File: config.mk
export PLATFORM = sky130hd
export DESIGN_NAME = piecewise_linear_factor_lookup_core
export DESIGN_NICKNAME = d
export VERILOG_FILES = /design/src/rtl/core/pwlf_pkg.sv /design/src/rtl/core/piecewise_linear_factor_lookup_core.sv /design/src/rtl/core/pwlf_regs.sv /design/src/rtl/core/pwlf_mem.sv /design/src/rtl/core/pwlf_div.sv
export SDC_FILE = /design/constraint.sdc
export NUM_CORES = 1
export LEC_CHECK = 0
export ABC_AREA = 1
export BUFFER_PORTS_ARGS = -buffer_cell sky130_fd_sc_hd__buf_2
export CAP_MARGIN = 10
export CELL_PAD_IN_SITES_DETAIL_PLACEMENT = 1
export CELL_PAD_IN_SITES_GLOBAL_PLACEMENT = 1
export CORE_MARGIN = 5
export CORE_UTILIZATION = 54
export CTS_BUF_LIST = sky130_fd_sc_hd__clkbuf_4
export DETAILED_ROUTE_END_ITERATION = 6
export PLACE_DENSITY_LB_ADDON = 0.1
export SLEW_MARGIN = 10
export SYNTH_ARGS = -nofsm -noshare
export SYNTH_HDL_FRONTEND = slang
export SYNTH_HIERARCHICAL = 1
export SYNTH_SLANG_ARGS = --single-unit
File: constraint.sdc
create_clock -name clk -period 6.7 [get_ports clk]
set_clock_uncertainty 0.15 [all_clocks]
set_input_delay 1.005 -clock clk [delete_from_list [all_inputs] [get_ports clk]]
set_output_delay 1.005 -clock clk [all_outputs]
set_load 0.05 [all_outputs]
File: src/rtl/core/pwlf_pkg.sv
// Shared types and constants for the piecewise-linear factor lookup.
`default_nettype none
package pwlf_pkg;

  localparam logic [15:0] UNITY_FACTOR = 16'd4096;

  // Register index, taken from paddr[2]
  localparam logic REG_SCALING_ENABLE = 1'b0;
  localparam logic REG_ENTRIES_IN_USE = 1'b1;

  localparam logic FUNC_WRITE = 1'b0;
  localparam logic FUNC_QUERY = 1'b1;

  typedef struct packed {
    logic       scaling_enable;
    logic [4:0] entries_in_use;
  } cfg_t;

  typedef struct packed {
    logic [7:0]  temp;
    logic [15:0] fac;
  } entry_t;

endpackage
`default_nettype wire

File: src/rtl/core/piecewise_linear_factor_lookup_core.sv
// Top level: breakpoint table sequencer for the piecewise-linear factor lookup.
// Write item: stored at the accepting edge, busy stays low, one item a cycle while not busy.
// Query, scaling off: result in the cycle after acceptance, busy stays low.
// Query: first breakpoint's factor at/below it, last one's at/above the last, else
// scan for the segment ending at breakpoint k and interpolate (24-step divide); busy until done.
// Reset: scaling off, entry count 1, control cleared; table undefined until written.
`default_nettype none
module piecewise_linear_factor_lookup_core #(
  parameter int MAX_ENTRIES = 16
) (
  input  wire logic        clk,
  input  wire logic        rst,
  input  wire logic        start,
  output logic             busy,
  input  wire logic        func,
  input  wire logic [3:0]  entry_index,
  input  wire logic [7:0]  entry_temperature,
  input  wire logic [15:0] entry_factor,
  input  wire logic [7:0]  temperature,
  output logic [15:0]      factor,
  output logic             done,
  input  wire logic        psel,
  input  wire logic        penable,
  input  wire logic        pwrite,
  input  wire logic [2:0]  paddr,
  input  wire logic [31:0] pwdata,
  output logic [31:0]      prdata,
  output logic             pready
);
  import pwlf_pkg::*;

  localparam int IDX_W = $clog2(MAX_ENTRIES);

  typedef enum logic [2:0] {S_IDLE, S_FIRST, S_LAST, S_SCAN, S_DIV} state_t;

  state_t            state;
  cfg_t              cfg;
  entry_t            rdata;
  entry_t            prev;
  entry_t            wdata;
  logic [7:0]        tq;
  logic [IDX_W-1:0]  k;
  logic [IDX_W-1:0]  last;
  logic [IDX_W-1:0]  raddr;
  logic [IDX_W-1:0]  waddr;
  logic [31:0]       cnt32;
  logic [31:0]       widx32;
  logic              accept;
  logic              we;
  logic              up;
  logic              hit;
  logic              div_start;
  logic              div_done;
  logic [15:0]       div_quo;
  logic [15:0]       diff;

  pwlf_regs u_regs (
    .clk, .rst, .psel, .penable, .pwrite, .paddr, .pwdata, .prdata, .pready, .cfg
  );

  assign busy   = (state != S_IDLE);
  assign accept = start & ~busy;

  // clamp count to 1..MAX_ENTRIES, keep index of the last breakpoint
  always_comb begin
    if (cfg.entries_in_use == 5'd0) begin
      cnt32 = 32'd1;
    end else if (32'(cfg.entries_in_use) > MAX_ENTRIES) begin
      cnt32 = 32'(MAX_ENTRIES);
    end else begin
      cnt32 = 32'(cfg.entries_in_use);
    end
    last = IDX_W'(cnt32 - 32'd1);
  end

  assign widx32     = 32'(entry_index);
  assign waddr      = widx32[IDX_W-1:0];
  assign we         = accept && (func == FUNC_WRITE) && (widx32 < 32'(MAX_ENTRIES));
  assign wdata.temp = entry_temperature;
  assign wdata.fac  = entry_factor;

  always_comb begin
    case (state)
      S_FIRST: raddr = last;
      S_LAST:  raddr = IDX_W'(1);
      S_SCAN:  raddr = k + IDX_W'(1);
      default: raddr = '0;
    endcase
  end

  pwlf_mem #(.DEPTH(MAX_ENTRIES), .AW(IDX_W)) u_mem (
    .clk, .we, .waddr, .wdata, .raddr, .rdata
  );

  assign hit       = (tq >= prev.temp) && (tq < rdata.temp);
  assign div_start = (state == S_SCAN) && hit;
  assign diff      = (rdata.fac >= prev.fac) ? (rdata.fac - prev.fac)
                                             : (prev.fac - rdata.fac);

  pwlf_div u_div (
    .clk, .rst,
    .start (div_start),
    .diff  (diff),
    .dt    (8'(tq - prev.temp)),
    .span  (8'(rdata.temp - prev.temp)),
    .done  (div_done),
    .quo   (div_quo)
  );

  always_ff @(posedge clk) begin
    if (rst) begin
      state <= S_IDLE;
      done  <= 1'b0;
      k     <= '0;
    end else begin
      done <= 1'b0;
      case (state)
        S_IDLE: begin
          if (accept && (func == FUNC_QUERY)) begin
            tq <= temperature;
            if (!cfg.scaling_enable) begin
              factor <= UNITY_FACTOR;
              done   <= 1'b1;
            end else begin
              state <= S_FIRST;
            end
          end
        end
        S_FIRST: begin
          if (tq <= rdata.temp) begin
            factor <= rdata.fac;
            done   <= 1'b1;
            state  <= S_IDLE;
          end else begin
            prev  <= rdata;
            state <= S_LAST;
          end
        end
        S_LAST: begin
          if (tq >= rdata.temp) begin
            factor <= rdata.fac;
            done   <= 1'b1;
            state  <= S_IDLE;
          end else begin
            k     <= IDX_W'(1);
            state <= S_SCAN;
          end
        end
        S_SCAN: begin
          if (hit) begin
            up    <= (rdata.fac >= prev.fac);
            state <= S_DIV;
          end else if (k == last) begin
            // table out of order: no segment holds the temperature
            factor <= UNITY_FACTOR;
            done   <= 1'b1;
            state  <= S_IDLE;
          end else begin
            prev <= rdata;
            k    <= k + IDX_W'(1);
          end
        end
        S_DIV: begin
          if (div_done) begin
            factor <= up ? (prev.fac + div_quo) : (prev.fac - div_quo);
            done   <= 1'b1;
            state  <= S_IDLE;
          end
        end
        default: state <= S_IDLE;
      endcase
    end
  end

  assert property (@(posedge clk) disable iff (rst) done |-> (state == S_IDLE))
    else $error("result strobe while sequencer busy");
  assert property (@(posedge clk) disable iff (rst) div_done |-> (state == S_DIV))
    else $error("divider finished outside divide state");
  assert property (@(posedge clk) disable iff (rst) (state == S_SCAN) |-> (k <= last))
    else $error("scan index beyond last breakpoint");
  assert property (@(posedge clk) disable iff (rst)
                   (state == S_FIRST) |-> $past(accept && (func == FUNC_QUERY)))
    else $error("lookup started without an accepted query");

endmodule
`default_nettype wire

File: src/rtl/core/pwlf_regs.sv
// APB configuration registers: scaling enable and breakpoint count.
`default_nettype none
module pwlf_regs (
  input  wire logic             clk,
  input  wire logic             rst,
  input  wire logic             psel,
  input  wire logic             penable,
  input  wire logic             pwrite,
  input  wire logic [2:0]       paddr,
  input  wire logic [31:0]      pwdata,
  output logic [31:0]           prdata,
  output logic                  pready,
  output pwlf_pkg::cfg_t        cfg
);
  import pwlf_pkg::*;

  logic wr;

  assign pready = 1'b1;
  assign wr     = psel & penable & pwrite;

  always_ff @(posedge clk) begin
    if (rst) begin
      cfg.scaling_enable <= 1'b0;
      cfg.entries_in_use <= 5'd1;
    end else if (wr) begin
      case (paddr[2])
        REG_SCALING_ENABLE: cfg.scaling_enable <= pwdata[0];
        REG_ENTRIES_IN_USE: cfg.entries_in_use <= pwdata[4:0];
        default: ;
      endcase
    end
  end

  always_comb begin
    case (paddr[2])
      REG_SCALING_ENABLE: prdata = {31'd0, cfg.scaling_enable};
      REG_ENTRIES_IN_USE: prdata = {27'd0, cfg.entries_in_use};
      default:            prdata = 32'd0;
    endcase
  end

endmodule
`default_nettype wire

File: src/rtl/core/pwlf_mem.sv
// Breakpoint table: one write port, one registered read port.
`default_nettype none
module pwlf_mem #(
  parameter int DEPTH = 16,
  parameter int AW    = 4
) (
  input  wire logic              clk,
  input  wire logic              we,
  input  wire logic [AW-1:0]     waddr,
  input  wire pwlf_pkg::entry_t  wdata,
  input  wire logic [AW-1:0]     raddr,
  output pwlf_pkg::entry_t       rdata
);
  import pwlf_pkg::*;

  entry_t mem [DEPTH];

  always_ff @(posedge clk) begin
    if (we) begin
      mem[waddr] <= wdata;
    end
  end

  always_ff @(posedge clk) begin
    rdata <= mem[raddr];
  end

endmodule
`default_nettype wire

File: src/rtl/core/pwlf_div.sv
// Multiply delta by offset, then restoring divide by span, one bit a cycle.
`default_nettype none
module pwlf_div (
  input  wire logic        clk,
  input  wire logic        rst,
  input  wire logic        start,
  input  wire logic [15:0] diff,
  input  wire logic [7:0]  dt,
  input  wire logic [7:0]  span,
  output logic             done,
  output logic [15:0]      quo
);
  localparam int NW = 24;

  logic [15:0]     diff_r;
  logic [7:0]      dt_r;
  logic [7:0]      span_r;
  logic [NW-1:0]   num;
  logic [7:0]      rem;
  logic [4:0]      cnt;
  logic            mul_pend;
  logic            running;
  logic [8:0]      trial;
  logic            qbit;

  assign trial = {rem, num[NW-1]};
  assign qbit  = (trial >= {1'b0, span_r});
  assign quo   = num[15:0];

  always_ff @(posedge clk) begin
    if (rst) begin
      mul_pend <= 1'b0;
      running  <= 1'b0;
      done     <= 1'b0;
      cnt      <= '0;
    end else begin
      done <= 1'b0;
      if (start) begin
        diff_r   <= diff;
        dt_r     <= dt;
        span_r   <= span;
        mul_pend <= 1'b1;
      end else if (mul_pend) begin
        mul_pend <= 1'b0;
        num      <= NW'(diff_r) * NW'(dt_r);
        rem      <= '0;
        cnt      <= '0;
        running  <= 1'b1;
      end else if (running) begin
        // quotient bits shift in at the bottom as the dividend leaves the top
        num <= {num[NW-2:0], qbit};
        rem <= qbit ? 8'(trial - {1'b0, span_r}) : trial[7:0];
        cnt <= cnt + 5'd1;
        if (cnt == 5'(NW - 1)) begin
          running <= 1'b0;
          done    <= 1'b1;
        end
      end
    end
  end

  assert property (@(posedge clk) disable iff (rst) done |-> $past(running))
    else $error("divider done without a running division");
  assert property (@(posedge clk) disable iff (rst) start |=> mul_pend)
    else $error("divider start not registered");
  assert property (@(posedge clk) disable iff (rst) !(mul_pend && running))
    else $error("divider multiply and iterate overlap");

endmodule
`default_nettype wire
# Word level (Yosys, flattened, before mapping)
# Memories as Yosys holds them, arrays and structs flattened. A register that Yosys moved wholly into a read port is not among the register bits.
# Index checks and enable logic that the tools add are counted.
# word_totals
register_bits,135
latchBits,0
mem_bits_rw,384
rom_bits,0
in_bits,78
output_inout_bits,51
memories,1
# memory_table
memory,words,word_bits,rd,rd_clocked_by_memory_dff,write_ports,line,rtl
u_mem.mem,16,24,1,1,1,pwlf_mem.sv:16,entry_t mem [DEPTH];
# op_classes
addsub,10
n_mul,1
div_mod_pow,0
order_cmp,8
n_eq_ne,18
n_shift,0
mux,51
bitwise_logic,9
n_reduce_logical,24
# op_table
op,count
16-bit two-way mux,9
24-bit two-way mux,5
16-bit case mux with 5 select lines,1
32-bit case mux with 2 select lines,1
24-bit case mux with 2 select lines,1
16-bit subtractor,3
16-bit by 8-bit multiplier with 24-bit output,1
8-bit subtractor,3
4-bit two-way mux,5
16-bit adder,1
16-bit >= comparator,1
8-bit >= comparator,2
8-bit two-way mux,2
"2-bit inequality test, second input constant",8
3-bit two-way mux,5
3-bit case mux with 5 select lines,1
1-bit two-way mux,14
4-bit case mux with 3 select lines,1
5-bit two-way mux,2
9-bit by 8-bit >= comparator with 1-bit output,1
3-bit AND reduction,3
9-bit AND reduction,1
8-bit less-or-equal comparator,1
8-bit < comparator,1
27 further kinds,48

# Longest topological paths before layout
# Gate-level depths: netlist of run 1.
# depth
word_depth,8
depth_mapped,24
mapped_depth_nobuf,22

# Modules after synthesis
# Netlist of run 1, hierarchy kept.
# modules_own_cells
module,instances,cells_each,area_per_inst_um2,seq_area_each_um2
pwlf_mem,1,1597,16951.3,12011.5
pwlf_div,1,1019,7870.0,2082.0
piecewise_linear_factor_lookup_core,1,856,6190.9,1631.6
pwlf_regs,1,83,564.3,120.1

# Least setup slack after synthesis of run 1
# OpenSTA, ideal clock, no wires.
# synth_path
kind,register to register
start,register u_div.dt_r[7]
end,register u_div.num[19] (data pin)
setup_ns,0.254
t_arrival_ns,4.092
setup_slack_ns,2.205
path_stages_with_launch,23
path_buffers,2
cell_sequence,edfxtp_1 clkbuf_1 clkbuf_1 nand2_1 fa_1 fa_1 inv_1 fa_1 inv_1 fa_1 inv_1 ha_1 nand2_1 inv_2 nand2_1 inv_1 nand2_1 nand2_1 nand2_1 nand2_1 nand2_1 nand3_1 nand2_1
# synth_between
elab_chain_len,2
# synth_rtl
element,line,rtl
"start, declared",pwlf_div.sv:16,logic [7:0] dt_r;
"start signal, assigned",pwlf_div.sv:40,dt_r <= dt;
16-bit by 8-bit multiplier with 24-bit output,pwlf_div.sv:45,num <= NW'(diff_r) * NW'(dt_r);
24-bit two-way mux,pwlf_div.sv:43,end else if (mul_pend) begin
"end signal, assigned",pwlf_div.sv:45,
"end signal, assigned",pwlf_div.sv:51,"num <= {num[NW-2:0], qbit};"
"end, declared",pwlf_div.sv:18,logic [NW-1:0] num;
# No other way between the ends.
# A chain may end at the register's enable or synchronous reset.

# Worst setup path after layout of run 1
# layout_path
start,register u_div.dt_r[6]
end,register u_div.num[12] (data pin)
# Same word-level chain as after synthesis.

==> results of run 1 <==
final timing paths:
path	from	to	slack, ps	cells past startpoint
max reg2reg	u_div/dt_r[6]	u_div/num[12]	1590	15
min reg2reg	u_mem/rdata[6]	prev[6]	330	0
max	u_div/dt_r[6]	u_div/num[12]	1590	15
min	temperature[5]	tq[5]	100	1
metal layers:
layer  part of all wire [%]  track usage, %  vias up  wire length [um]
met1                     41            37.4    12100             37800
met2                     49            49.7      783             45400
met3                    6.7            5.88      203              6200
met5                  0.019               0        -                18
li1                       -               -    11400                 -
met4                    3.4            11.5        4              3120
flip-flops by register name, summed over array words and instances, names as in the netlist, 16 cells and up:
signal,count
u_mem/mem,384
prev,24
u_div/num,24
u_mem/rdata,24
factor,16
u_div/diff_r,16
area by class of cell:
type	count	area (sq um)
inverters	724	2730
repair buffers	100	603
flip-flops and latches	543	15800
well taps	765	957
diodes	5	12.5
clock buffers	216	1620
multi-input cells	2135	12200
fillers	6866	23500
clock inverters	54	327
where the power goes:
group	internal [mW]	switching (mW)	leakage (nW)	total [mW]
logic	0.0562	0.195	10.4	0.251
registers	3.71	0.0121	4.86	3.73
clock network	1.55	1.49	1.14	3.04
what timing repair did:
| item | in CTS | in global routing |
|---|---|---|
| hold endpoints to repair | 7 | 0 |
| setup buffers | 0 | 0 |
| hold buffers | 7 | 0 |
kinds of logic after synthesis:
group	Yosys count
xor+xnor	71
buf+inv	903
fa+ha+maj	217
compound gates	205
flops	543
other cells	2
simple gates	1614
worst reg2reg max path, delay by kind of cell, from the launching register on:
kind | cells | cell delay [ps]
buf+inv | 4 | 260
xor+xnor | 1 | 300
simple gates | 3 | 530
compound gates | 2 | 300
flops | 1 | 780
fa+ha+maj | 5 | 2500
layout by cell type (no fill, tap or decap), types with 4 or more instances in the layout:
master,instances
a21boi_0,4
a21o_1,8
a21oi_1,82
a21oi_2,5
buf_2,71
buf_4,21
clkbuf_4,216
clkinv_1,33
clkinv_2,7
conb_1,28
dfxtp_1,46
diode_2,5
dlygate4sd3_1,7
edfxtp_1,497
fa_1,90
ha_1,127
inv_1,702
inv_2,18
inv_6,4
nand2_1,1028
nand2_2,9
nand3_1,367
nand3_2,5
nand3b_1,8
nand4_1,12
nor2_1,120
nor2_2,12
nor2_4,18
nor3_1,18
o211ai_1,4
o21ai_0,53
o21ai_1,17
o21bai_1,6
o22ai_1,6
xnor2_1,25
xor2_1,46
==> flow_summary.ini, run 1 <==
[floorplan]
rows = 88
core_area_sq_mm = 0.0578
io_pins = 129
die_area_sq_mm = 0.0634
fp.dieH_um = 252
die_x_um = 252
start_util_pct = 54.6

[clock_network]
clock_latency_ps = 1020
root_buffer = clkbuf_4
numCtsBuffers = 148
cts_tree = built
cts_max_level = 4
cts_num_sinks = 543
clk_pin_slew_ps = 60
clk_path_buf_depth = 3
cts-resized-gates = 0

[routing]
drtIter0Drc = 1450
wl_per_cell_um = 20.4
drt_wl_total_mm = 92.5
antenna_left = 0
drtPass1Iterations = 7
routed_via_density = 5.40
drc = 0
via_count = 24500

[logic_synthesis]
ys_types = 60
synthAdderAreaFrac_pct = 10.7
muxShareOfSynthArea_pct = 0
ys_seq_area_share_pct = 50.2
synthSimpleGateAreaFrac_pct = 21.5
synth_top_family_by_area = simple AND/OR/NAND/NOR gates
synth.area.top_cells = edfxtp_1 47%, nand2_1 12%, inv_1 8.4%
synthFlopType = edfxtp_1
syn_area_sq_mm = 0.0316
postSynthAreaPerCell_sq_um = 8.88
synth_compound_area_share_pct = 3.73
syn_inst = 3555
synth_top_area_share_pct = 47.3
synth_common_cells = 1030 x nand2_1, 703 x inv_1, 497 x edfxtp_1, 367 x nand3_1, 139 x nor2_1
synth_largest_area_cell = edfxtp_1
yosys_warnings = 6
synth_edf_count = 497
synthArstFlopShare_pct = 0
ys_ff_latch = 543
yosysMostFrequentCell = nand2_1
synth_xor_area_share_pct = 1.97

[final_layout]
final_cells = 4542
drive_gt1_share_pct = 11.1
post-route-util_pct = 59.4
area_delta_synth_final_pct = 8.75
design_area_sq_mm = 0.0343
fin_nets = 3947

[timing]
max_clock_freq_mhz = 196
setup_viol_count_final = 0
hold_viol = 0
worstMarginPinSlew_ps = 1380
final.min_clock_period_ps = 5110
setup_ws_ps = 1590
slew_viol_final = 0
rsz0062_at_grt = false
hold_ws_ps = 102
fin_crit_sh_pct = 76.3
tns_ps = 0
slew_headroom_pct = 7.66

[global_route]
grt_pass1_wl_mm = 144
grt_max_degree = 102
grt_pass1_vias = 26400
grt_antenna_before_repair = 6
overflow = 0
gr-usage-all-layers_pct = 29.3

[worst_setup_path]
timing.critical_path.cells = nand2_1 -> inv_1 -> fa_1 -> fa_1 -> fa_1 -> inv_1 -> fa_1 -> inv_1 -> ha_1 -> nand2_1 -> inv_2 -> a21oi_1 -> nand3_1 -> xnor2_1 -> o21ai_1
critPathRequiredTime_ps = 7250
slowest_delay_ps = 780
crit_buf_inv = 4
critPathTopFamily = adder cells
cp-start-kind = flop
end_kind = flop
cpMaxStageDelayCell = edfxtp_1
crit_path_frequent_cell = fa_1
cp_max_fo = 16
crit_arrival_ps = 5660
criticalPathCategory = reg2reg

[placed_design]
pre_cts_slack_ps = 1690
place_inst = 4260
port_buffers = 71
dp_hpwl_mm = 61.3
place_congestion = 0.889
dpl_cell_area_sq_mm = 0.0323

[outcome]
outcome = finished clean

[power]
p_leak_nw = 16.4
powerDensity_mw_per_mm2 = 204
power_mw = 7.02
peakVddDrop_uv = 152

[job]
cap_violations = 0

[min_path]
worstHoldPathType = in2reg
Power figures use the tool's default switching activity.
==> run 2: changes to the inputs <==
- CORE_UTILIZATION: 54 -> 50
- clock period: 6.7 -> 5.1 ns (I/O delays scaled with it)
==> flow_summary.ini, run 2 (synthesis gave the netlist of run 1 again) <==
[outcome]
outcome = finished clean

[clock_network]
clk_path_buf_depth = 3
cts-resized-gates = 0
clock_latency_ps = 1020
cts_tree = built
root_buffer = clkbuf_4
cts_max_level = 4
clk_pin_slew_ps = 60
numCtsBuffers = 151
cts_num_sinks = 543

[timing]
worstMarginPinSlew_ps = 1260
hold_ws_ps = 217
rsz0062_at_grt = false
slew_viol_final = 0
fin_crit_sh_pct = 93.5
tns_ps = 0
hold_viol = 0
final.min_clock_period_ps = 4770
slew_headroom_pct = 15.7
setup_viol_count_final = 0
max_clock_freq_mhz = 210

[worst_setup_path]
crit_arrival_ps = 5300
end_kind = flop
critPathRequiredTime_ps = 5630
cp_max_fo = 8
criticalPathCategory = reg2reg
cp-start-kind = flop

[final_layout]
largest_reg_flops = 384
top_register = u_mem/mem
area_delta_synth_final_pct = 11.4
drive_gt1_share_pct = 11.4
final_common_cell = nand2_1
layout_common_cells = 1028 x nand2_1, 702 x inv_1, 497 x edfxtp_1
fin_nets = 4016

[power]
powerDensity_mw_per_mm2 = 267
clkPwrFrac_pct = 44.1
p_leak_nw = 16.8
comb_power_share_pct = 3.8
internal_power_mw = 7.16
switchingPower_mw = 2.23
peakVddDrop_uv = 275
power_frac_seq_pct = 52.2
switching_share_pct = 23.7

[routing]
via_count = 24400
antenna_left = 0
drt_wl_total_mm = 91.0
drc = 0
drtIter0Drc = 1333
drtPass1Iterations = 5
routed_via_density = 5.20
wl_per_cell_um = 19.4

[floorplan]
rows = 92
start_util_pct = 50.2
die_area_sq_mm = 0.0683
core_area_sq_mm = 0.0629
fp.dieH_um = 261
die_x_um = 261
io_pins = 129

[placed_design]
port_buffers = 71
place_congestion = 0.884
dp_hpwl_mm = 60.3

[global_route]
grt_antenna_before_repair = 4
grt_pass1_wl_mm = 142
overflow = 0
grt_max_degree = 193
gr-usage-all-layers_pct = 26.8
grt_pass1_vias = 26500

[min_path]
worstHoldPathType = in2reg

[job]
cap_violations = 0
[run 2: per-stage QoR]
stage | utilization, % | cell area [sq um] | total power, mW | cells | worst slack, ps
after floorplan | - | 31700 | 5.20 | 3581 | 605
after global placement | 51.6 | 32400 | 5.30 | 4343 | 261
after detailed placement | 51.6 | 32400 | 5.31 | 4343 | 174
after CTS | 55.7 | 35000 | 9.52 | 4673 | 145
after global routing | 56.0 | 35200 | 9.82 | 4695 | 28.1
final | 56.0 | 35200 | 9.38 | 4695 | 334
[run 2: path summary, 6_finish.rpt]
kind,startpoint,endpoint,slack [ps],depth (start not counted)
max,u_div/diff_r[7],u_div/num[23],330,16
min,func,done,220,5
max reg2reg,u_div/diff_r[7],u_div/num[23],330,16
min reg2reg,u_mem/rdata[19],prev[19],310,0
[run 2: cell type report]
cell class                      count  area [sq um]
Fill cell                        7436         27700
Sequential cell                   543         15800
Multi-Input combinational cell   2135         12200
Inverter                          724          2730
Clock buffer                      214          1610
Timing Repair Buffer              166          1240
Tap cell                          846          1060
Clock inverter                     63           433
Antenna cell                        4          10.0
[run 2: power by group through the flow]
stage	clock network [mW]	registers, mW	logic [mW]
after floorplan	0	5.00	0.197
after global placement	0	4.99	0.307
after detailed placement	0	4.99	0.321
after CTS	4.27	4.89	0.353
after global routing	4.54	4.89	0.387
final	4.13	4.90	0.355
[run 2: what timing repair did]
item | 4_1_cts | 5_1_grt
hold buffers | 53 | 0
buffers inserted | 0 | 18
endpoints found under the hold margin | 402 | 0
endpoints found under the setup margin | 0 | 12
[run 2: worst max-delay path: stages, from the launching register on]
cell and delay, ps:
edfxtp_1 580, nand2_1 170, inv_1 70, fa_1 510
fa_1 550, fa_1 560, inv_1 60, fa_1 530
inv_1 50, ha_1 370, a21oi_1 220, and2_1 230
nand2_1 70, nand2_1 100, nand4_1 80, nand3_1 90
nand2_1 110
[run 2: metal layers]
metal | vias up | track usage [%] | wire, um
li1 | 11600 | - | -
met1 | 12000 | 32.7 | 37000
met2 | 636 | 47.5 | 46500
met3 | 163 | 5.01 | 4980
met4 | 4 | 9.94 | 2550
met5 | - | 0 | 27
